==> src/piecewise_poly_spline_eval_unit_assert.svh <==
// assertion macros for the spline evaluation unit
`ifndef PIECEWISE_POLY_SPLINE_EVAL_UNIT_ASSERT_SVH
`define PIECEWISE_POLY_SPLINE_EVAL_UNIT_ASSERT_SVH

// property holds at every clock edge out of reset
`define PPSE_CHECK(lbl, prop, msg) \
    lbl: assert property (@(posedge i_clk) disable iff (!i_rst_n) (prop)) else $error(msg);

// property must hold in the cycle after the trigger
`define PPSE_CHECK_NEXT(lbl, trig, prop, msg) \
    lbl: assert property (@(posedge i_clk) disable iff (!i_rst_n) (trig) |=> (prop)) \
        else $error(msg);

`endif

==> src/ppse_pkg.sv <==
// shared types and constants of the spline evaluation unit
package ppse_pkg;

    localparam int TIME_W = 32;
    localparam int COEF_W = 48;
    localparam int FUNC_W = 2;
    localparam int CIDX_W = 3;
    localparam int DER_W  = 2;
    localparam int STAT_W = 2;
    localparam int USED_W = 6;
    localparam int FRAC_W = 24;
    localparam int MUL_A_W = 25;
    localparam int PROD_W = 58;
    localparam int MAX_DER = 3;

    localparam logic signed [TIME_W-1:0] ONE_Q24 = 32'sh0100_0000;
    localparam logic signed [COEF_W-1:0] MAX48 = 48'sh7FFF_FFFF_FFFF;
    localparam logic signed [COEF_W-1:0] MIN48 = 48'sh8000_0000_0000;
    localparam logic signed [PROD_W-1:0] HALF_Q24 = 58'sd8388608;

    typedef enum logic [FUNC_W-1:0] {
        FUNC_APPEND = 2'd0,
        FUNC_WRITE  = 2'd1,
        FUNC_EVAL   = 2'd2,
        FUNC_CLEAR  = 2'd3
    } t_func;

    typedef enum logic [STAT_W-1:0] {
        ST_OK    = 2'd0,
        ST_EMPTY = 2'd1,
        ST_BAD   = 2'd2,
        ST_SAT   = 2'd3
    } t_status;

    typedef struct packed {
        t_func                     func;
        logic signed [TIME_W-1:0]  seg_start;
        logic signed [TIME_W-1:0]  seg_end;
        logic [CIDX_W-1:0]         coef_index;
        logic signed [COEF_W-1:0]  coef_value;
        logic signed [TIME_W-1:0]  query_time;
        logic [DER_W-1:0]          derivative;
        logic                      wrap_time;
    } t_item;

    typedef struct packed {
        logic    load_in;
        logic    wr_seg;
        logic    zero_coef;
        logic    cnt_inc;
        logic    wr_coef;
        logic    cnt_clr;
        logic    set_res;
        t_status res_code;
        logic    rd0;
        logic    clamp;
        logic    bis_rd;
        logic    bis_upd;
        logic    sel_rd;
        logic    ofs;
        logic    h_lo;
        logic    h_hi;
        logic    h_add;
        logic    out_load;
    } t_cmd;

    typedef struct packed {
        t_func func;
        logic  full;
        logic  empty;
        logic  coef_bad;
        logic  bis_go;
        logic  d_over;
        logic  h_last;
        logic  zero_last;
    } t_stat;

endpackage

==> src/ppse_ctrl.sv <==
// controller state machine sequencing the spline datapath
module ppse_ctrl (
    input  logic           i_clk,
    input  logic           i_rst_n,
    input  logic           i_in_valid,
    output logic           o_in_ready,
    output logic           o_out_valid,
    input  logic           i_out_ready,
    input  ppse_pkg::t_stat i_stat,
    output ppse_pkg::t_cmd  o_cmd
);
    import ppse_pkg::*;

    typedef enum logic [3:0] {
        S_IDLE, S_DECODE, S_ZERO, S_RD0, S_CLAMP, S_BIS, S_BCMP,
        S_OFS, S_H_LO, S_H_HI, S_H_ADD, S_DONE
    } t_state;

    t_state r_state, n_state;
    logic   r_out_valid;

    assign o_in_ready  = (r_state == S_IDLE);
    assign o_out_valid = r_out_valid;

    always_comb begin
        n_state = r_state;
        o_cmd   = '0;
        o_cmd.res_code = ST_OK;
        case (r_state)
            S_IDLE: begin
                if (i_in_valid) begin
                    o_cmd.load_in = 1'b1;
                    n_state = S_DECODE;
                end
            end
            S_DECODE: begin
                case (i_stat.func)
                    FUNC_APPEND: begin
                        o_cmd.set_res = 1'b1;
                        if (i_stat.full) begin
                            o_cmd.res_code = ST_BAD;
                            n_state = S_DONE;
                        end else begin
                            o_cmd.wr_seg = 1'b1;
                            n_state = S_ZERO;
                        end
                    end
                    FUNC_WRITE: begin
                        o_cmd.set_res = 1'b1;
                        if (i_stat.coef_bad) begin
                            o_cmd.res_code = ST_BAD;
                        end else begin
                            o_cmd.wr_coef = 1'b1;
                        end
                        n_state = S_DONE;
                    end
                    FUNC_CLEAR: begin
                        o_cmd.set_res = 1'b1;
                        o_cmd.cnt_clr = 1'b1;
                        n_state = S_DONE;
                    end
                    default: begin
                        if (i_stat.empty) begin
                            o_cmd.set_res  = 1'b1;
                            o_cmd.res_code = ST_EMPTY;
                            n_state = S_DONE;
                        end else begin
                            n_state = S_RD0;
                        end
                    end
                endcase
            end
            S_ZERO: begin
                o_cmd.zero_coef = 1'b1;
                if (i_stat.zero_last) begin
                    o_cmd.cnt_inc = 1'b1;
                    n_state = S_DONE;
                end
            end
            S_RD0: begin
                o_cmd.rd0 = 1'b1;
                n_state = S_CLAMP;
            end
            S_CLAMP: begin
                o_cmd.clamp = 1'b1;
                n_state = S_BIS;
            end
            S_BIS: begin
                if (i_stat.bis_go) begin
                    o_cmd.bis_rd = 1'b1;
                    n_state = S_BCMP;
                end else begin
                    o_cmd.sel_rd = 1'b1;
                    n_state = S_OFS;
                end
            end
            S_BCMP: begin
                o_cmd.bis_upd = 1'b1;
                n_state = S_BIS;
            end
            S_OFS: begin
                o_cmd.ofs = 1'b1;
                n_state = i_stat.d_over ? S_DONE : S_H_LO;
            end
            S_H_LO: begin
                o_cmd.h_lo = 1'b1;
                n_state = S_H_HI;
            end
            S_H_HI: begin
                o_cmd.h_hi = 1'b1;
                n_state = S_H_ADD;
            end
            S_H_ADD: begin
                o_cmd.h_add = 1'b1;
                n_state = i_stat.h_last ? S_DONE : S_H_LO;
            end
            S_DONE: begin
                if (!r_out_valid || i_out_ready) begin
                    o_cmd.out_load = 1'b1;
                    n_state = S_IDLE;
                end
            end
            default: begin
                n_state = S_IDLE;
            end
        endcase
    end

    always_ff @(posedge i_clk) begin
        if (!i_rst_n) begin
            r_state     <= S_IDLE;
            r_out_valid <= 1'b0;
        end else begin
            r_state <= n_state;
            if (o_cmd.out_load) begin
                r_out_valid <= 1'b1;
            end else if (i_out_ready) begin
                r_out_valid <= 1'b0;
            end
        end
    end

endmodule

==> config.mk <==
export PLATFORM = sky130hd
export DESIGN_NAME = ppse_ctrl
export DESIGN_NICKNAME = d
export VERILOG_FILES = /design/src/piecewise_poly_spline_eval_unit_assert.svh /design/src/ppse_pkg.sv /design/src/ppse_ctrl.sv
export SDC_FILE = /design/constraint.sdc
export NUM_CORES = 1
export LEC_CHECK = 0
export BUFFER_PORTS_ARGS = -buffer_cell sky130_fd_sc_hd__buf_2
export CAP_MARGIN = 20
export CORE_MARGIN = 2
export CORE_UTILIZATION = 41
export DETAILED_ROUTE_END_ITERATION = 12
export GPL_TIMING_DRIVEN = 0
export PLACE_DENSITY = 0.74
export SLEW_MARGIN = 15
export SYNTH_ARGS = -nofsm -noshare
export SYNTH_HDL_FRONTEND = slang
export SYNTH_SLANG_ARGS = --single-unit
export TNS_END_PERCENT = 50
==> constraint.sdc <==
create_clock -name i_clk -period 1.4 [get_ports i_clk]
set_input_delay 0 -clock i_clk [delete_from_list [all_inputs] [get_ports i_clk]]
set_output_delay 0 -clock i_clk [all_outputs]
set_load 0.05 [all_outputs]
==> flow_metrics.py, run 1 <==
metrics = {
    "clock_tree": {
        "clockRootBuffer": "clkbuf_4",
        "clkLatencyLatePin_ns": 0.24,
        "htreeDepth": 1,
        "cts_buffer_depth": 2,
        "cts_hold_buf": 0,
        "cts_sinks": 5,
        "cts_tree": "built",
        "cts_made_buffers": 3,
        "path_clk_slew_ns": 0.04,
    },
    "hold_path": {
        "hold_path_startpoint": "i_rst_n",
        "hold_path_class": "input pin to flop",
    },
    "power_and_ir_drop": {
        "p_leak_uw": 0.0004653,
        "finalPower_uw": 2315,
        "power_frac_seq_pct": 9.7,
        "switchingPower_uw": 1255,
        "p_clk_share_pct": 7.0,
        "internal_power_uw": 1060,
        "powerDensity_nw_per_um2": 2273,
        "p_sw_share_pct": 54.21,
        "p_comb_share_pct": 83.3,
        "ir_drop_mv": 1.280,
    },
    "detailed_routing": {
        "wl_um": 1910,
        "vias": 750,
        "viasPerCell": 5.435,
        "drc": 0,
        "first_pass_iters": 4,
        "wl_per_cell_um": 13.84,
        "drt_iter0_drc": 15,
        "final_antenna_net_count": 0,
    },
    "critical_path": {
        "worstSetupPathType": "flop to primary output",
        "crit_path_end_kind": "primary output",
        "timing.critical_path.from_type": "flop",
        "cp_data_arrival_time_ns": 1.58,
        "regToRegStartpoint": "r_state[3]",
        "crit_path_start": "r_state[3]",
        "cp_max_fo": 7,
        "required_ns": 1.40,
    },
    "final_layout": {
        "syn_to_final_growth_pct": 80.49,
        "n_antenna_cell": 0,
        "drive_gt1_share_pct": 56.91,
        "final_nets": 137,
        "final_util_pct": 78.27,
        "fill_cells": 94,
    },
    "logic_synthesis": {
        "synth.distinct_cells": 33,
        "synthCells": 82,
        "syn-num-nets": 95,
        "avgSynthCellArea_um2": 6.882,
        "synth-edff-count": 0,
        "ys_seq_elements": 5,
        "synth_flop_cell": "dfxtp_1",
        "synth_area_um2": 564.3,
        "ys_seq_area_share_pct": 17.74,
        "yosysWarningCount": 0,
        "ys_async_sr_fraction_pct": 0,
    },
    "placement": {
        "dp.final_hpwl_um": 1290,
        "dp_slack_ns": -0.05340,
        "routabilityCongestion": 0.8395,
        "io_buffers": 32,
    },
    "timing": {
        "layout_setup_ws_ns": -0.1837,
        "max-slew-margin-rel_pct": 73.18,
        "rsz0062_at_grt": "true",
        "fmax_mhz": 631.4,
        "post-route-period-util_pct": 113.1,
        "period_needed_ns": 1.584,
        "drv_slew": 0,
        "finClkSkew_ns": 0.00009365,
        "worst_slew_pin_slew_ns": 0.4022,
        "setup_viol": 10,
        "hold_violations": 0,
    },
    "global_route": {
        "grt_overflow": 0,
        "grt_pass1_vias": 589,
        "grt_max_degree": 11,
        "grt_pass1_wl_um": 2408,
        "antenna_found_initial": 0,
        "grt_usage_pct": 22.16,
    },
    "floorplan": {
        "dieArea_um2": 1689,
        "dieWidth_um": 41.10,
        "core_area_um2": 1301,
        "die_h_um": 41.10,
        "num_rows": 13,
        "pin_count": 34,
        "start_util_pct": 43.37,
    },
    "job": {
        "drv_cap": 0,
    },
    "status": {
        "outcome": "finished with violations",
        "violations": "setup timing",
    },
}
## synthesized netlist by cell type, types with 3 or more instances
cell / instances / area [um^2]
inv_1: 3 / 11.26
nor3_1: 5 / 25.02
a21oi_1: 4 / 20.02
nand2b_1: 4 / 25.02
buf_2: 3 / 15.01
nor2_1: 12 / 45.04
or2_1: 4 / 25.02
dfxtp_1: 5 / 100.1
nor2b_1: 3 / 18.77
nand2_1: 8 / 30.03
## layer usage
metal,part of all wire (%),vias to the layer above,GRT usage [%]
met1,40,356,22.58
met5,0,-,0
met4,0,0,11.29
met2,55,28,42.19
li1,-,366,-
met3,4.5,0,3.804
## through the flow
stage / std cells / setup TNS [ns] / area (um^2) / hold WS [ns]
global placement: 129 / -0.001607 / 797.0 / 0.2566
finish: 138 / -0.7257 / 1018 / 0.02447
CTS: 137 / -0.7245 / 942.2 / 0.02205
global route: 138 / -1.405 / 1018 / 0.02373
detailed placement: 129 / -0.1332 / 797.0 / 0.2783
floorplan: 82 / -1.356 / 618.1 / 0.06284
## layout by cell type, fill, tap and decap left out, drive strengths merged, types with 2 or more instances in the layout
cell    count
a211oi      2
nor2b       3
buf        41
and2        2
inv         3
nand2b      4
o21a        2
and3        2
o31a        2
nor3        6
nand2       8
a21boi      2
nor4        2
dfxtp       5
o21ai       3
or2         4
nor2       13
clkbuf      6
a21oi       4
## power groups by stage
stage / clock network (uW) / registers [uW] / logic, uW
after global placement: 0 / 241 / 1440
after CTS: 170 / 221 / 1710
after floorplan: 0 / 235 / 1190
after global routing: 177 / 232 / 2020
final: 162 / 226 / 1930
after detailed placement: 0 / 244 / 1470
## timing repair
action,CTS,global route
cloned,0,0
buffers inserted,4,1
gates resized for setup,28,24
endpoints found under the setup margin,15,21
pin swaps,2,2
## path summary, 6_finish.rpt
kind	to	slack (ns)	cells past startpoint
worst max-delay path	o_cmd[12]	-0.18	5
worst min-delay path	r_state[3]	0.02	2
worst max register to register	r_state[3]	-0.05	7
worst min register to register	o_out_valid	0.56	2
## worst max-delay path, stage by stage, from the launching register on
cell     delay (ns)
dfxtp_4        0.33
or2_1          0.21
buf_6          0.14
or2_4          0.28
nor2_1         0.19
buf_6          0.19
## final cells by class
| cell class | count | area (um^2) | share of cell area [%] |
|---|---|---|---|
| Inverter | 3 | 11.26 | 1.106 |
| Timing Repair Buffer | 37 | 294.0 | 28.87 |
| Multi-Input combinational cell | 68 | 514.2 | 50.49 |
| Tap cell | 15 | 18.77 | 1.843 |
| Sequential cell | 5 | 105.1 | 10.32 |
| Buffer | 6 | 48.80 | 4.791 |
| Clock buffer | 4 | 26.28 | 2.580 |
## logic make-up after synthesis
logic type,share of synthesized area [%]
AND/OR/NAND/NOR,44.79
AO/OA/AOI/OAI,22.17
buffers and inverters,9.311
flip-flops,17.74
multiplexers,4.434
XOR/XNOR,1.552
## sequential cells by signal, indices dropped and copies added (netlist names)
name / cells
r_state: 4
o_out_valid: 1
Note: power is estimated with default switching activity, not from simulation.
==> run 2, diff against run 1 <==
--- a/config.mk
+++ b/config.mk
@@ -11,7 +11,7 @@
 export CORE_UTILIZATION = 41
 export DETAILED_ROUTE_END_ITERATION = 12
 export GPL_TIMING_DRIVEN = 0
-export PLACE_DENSITY = 0.74
+export PLACE_DENSITY = 0.77
 export SLEW_MARGIN = 15
 export SYNTH_ARGS = -nofsm -noshare
 export SYNTH_HDL_FRONTEND = slang
==> flow_metrics.py, run 2 (synthesis gave the netlist of run 1 again) <==
metrics = {
    "timing": {
        "worst_slew_pin_slew_ns": 0.4033,
        "setup_viol": 11,
        "drv_slew": 0,
        "layout_setup_ws_ns": -0.1389,
        "hold_violations": 0,
        "rsz0062_at_grt": "true",
        "post-route-period-util_pct": 109.9,
        "max-slew-margin-rel_pct": 73.11,
        "finClkSkew_ns": 0.002453,
        "fmax_mhz": 649.8,
        "period_needed_ns": 1.539,
    },
    "clock_tree": {
        "cts_buffer_depth": 2,
        "cts_tree": "built",
        "path_clk_slew_ns": 0.04,
        "clkLatencyLatePin_ns": 0.24,
        "cts_made_buffers": 3,
        "cts_sinks": 5,
        "cts_hold_buf": 0,
        "clockRootBuffer": "clkbuf_4",
        "htreeDepth": 1,
    },
    "floorplan": {
        "pin_count": 34,
        "num_rows": 13,
        "core_area_um2": 1301,
        "die_h_um": 41.10,
        "start_util_pct": 43.37,
        "dieWidth_um": 41.10,
        "dieArea_um2": 1689,
    },
    "job": {
        "drv_cap": 0,
    },
    "status": {
        "violations": "setup timing",
        "outcome": "finished with violations",
    },
    "power_and_ir_drop": {
        "power_frac_seq_pct": 9.5,
        "p_sw_share_pct": 53.49,
        "p_clk_share_pct": 6.9,
        "finalPower_uw": 2389,
        "internal_power_uw": 1111,
        "powerDensity_nw_per_um2": 2300,
        "p_comb_share_pct": 83.6,
        "ir_drop_mv": 1.524,
        "p_leak_uw": 0.0004686,
        "switchingPower_uw": 1278,
    },
    "detailed_routing": {
        "final_antenna_net_count": 0,
        "viasPerCell": 5.403,
        "vias": 751,
        "wl_per_cell_um": 13.73,
        "drt_iter0_drc": 14,
        "first_pass_iters": 4,
        "drc": 0,
        "wl_um": 1908,
    },
    "critical_path": {
        "cp_num_buf_inv": 2,
        "crit_path_end_kind": "primary output",
        "cp_top_family": "simple AND/OR/NAND/NOR gates",
        "cp_slowest_cell": "dfxtp_2",
        "cp_max_fo": 7,
        "cp_data_arrival_time_ns": 1.54,
        "cpPeakStageDelay_ns": 0.31,
        "required_ns": 1.40,
        "cp_common_cell": "buf_6",
        "worstSetupPathType": "flop to primary output",
        "worstPathCellList": "or2_1 -> buf_6 -> or2_4 -> nor3_4 -> buf_6",
        "timing.critical_path.from_type": "flop",
    },
    "final_layout": {
        "layout_commonest_cell": "buf_6",
        "largest_register": "r_state",
        "final_util_pct": 79.81,
        "syn_to_final_growth_pct": 84.04,
        "drive_gt1_share_pct": 57.26,
        "largest_register_ffs": 4,
        "final_cell_mix": "16 x buf_6, 15 x buf_2, 7 x clkbuf_4, 7 x buf_4",
        "n_antenna_cell": 0,
        "fill_cells": 96,
        "final_nets": 138,
    },
    "global_route": {
        "antenna_found_initial": 0,
        "grt_pass1_wl_um": 2573,
        "grt_usage_pct": 23.16,
        "grt_pass1_vias": 614,
        "grt_max_degree": 11,
        "grt_overflow": 0,
    },
    "placement": {
        "dp_slack_ns": -0.02861,
        "routabilityCongestion": 0.8795,
        "dp.final_hpwl_um": 1246,
        "io_buffers": 32,
    },
    "hold_path": {
        "hold_path_class": "input pin to flop",
    },
}
-- run 2: cell types whose count changed in the layout (fill, tap and decap cells not counted), sizes merged --
cell,delta
clkbuf,+3
buf,-2
-- run 2: power by group through the flow --
stage	Combinational (uW)	Sequential, uW	Clock, uW
2_1_floorplan	1190	235	0
4_1_cts	1670	220	170
5_1_grt	2110	232	186
6_report	2000	227	165
3_5_place_dp	1470	240	0
3_3_place_gp	1440	240	0
-- run 2: routing by layer --
| layer | track usage, % | wire (um) | up-vias |
|---|---|---|---|
| met2 | 38.67 | 1004 | 24 |
| met3 | 3.261 | 58 | 4 |
| met5 | 0 | 0 | - |
| li1 | - | - | 371 |
| met1 | 27.10 | 816 | 352 |
| met4 | 15.32 | 28 | 0 |
-- run 2: final cells by class --
cell class | count | area, um^2 | area share [%]
buffer | 6 | 52.55 | 5.060
sequential | 5 | 106.4 | 10.24
clock buffer | 4 | 26.28 | 2.530
inverter | 3 | 11.26 | 1.084
timing repair buffer | 38 | 304.0 | 29.28
tap | 15 | 18.77 | 1.807
multi-input combinational | 68 | 519.2 | 50.00
-- run 2: stage by stage --
step / cell area (um^2) / hold slack (ns) / cells / TNS, ns
2_1_floorplan: 618.1 / 0.06284 / 82 / -1.356
3_3_place_gp: 797.0 / 0.2571 / 129 / 0
3_5_place_dp: 797.0 / 0.2685 / 129 / -0.05600
4_1_cts: 920.9 / 0.01360 / 136 / -0.5821
5_1_grt: 1039 / 0.007809 / 139 / -1.693
6_report: 1039 / 0.02169 / 139 / -0.7888
-- run 2: what timing repair did --
item | CTS | global route
buffers inserted | 3 | 3
pin swaps | 2 | 4
setup endpoints to repair | 15 | 21
resized for setup | 24 | 32
-- run 2: final timing paths --
path | start | to | slack (ns) | depth (start not counted)
setup / recovery | r_state[1] | o_cmd[11] | -0.14 | 5
hold reg to reg | o_out_valid | o_out_valid | 0.56 | 2
setup reg to reg | r_state[1] | r_state[0] | -0.13 | 8
hold / removal | i_rst_n | r_state[3] | 0.02 | 2
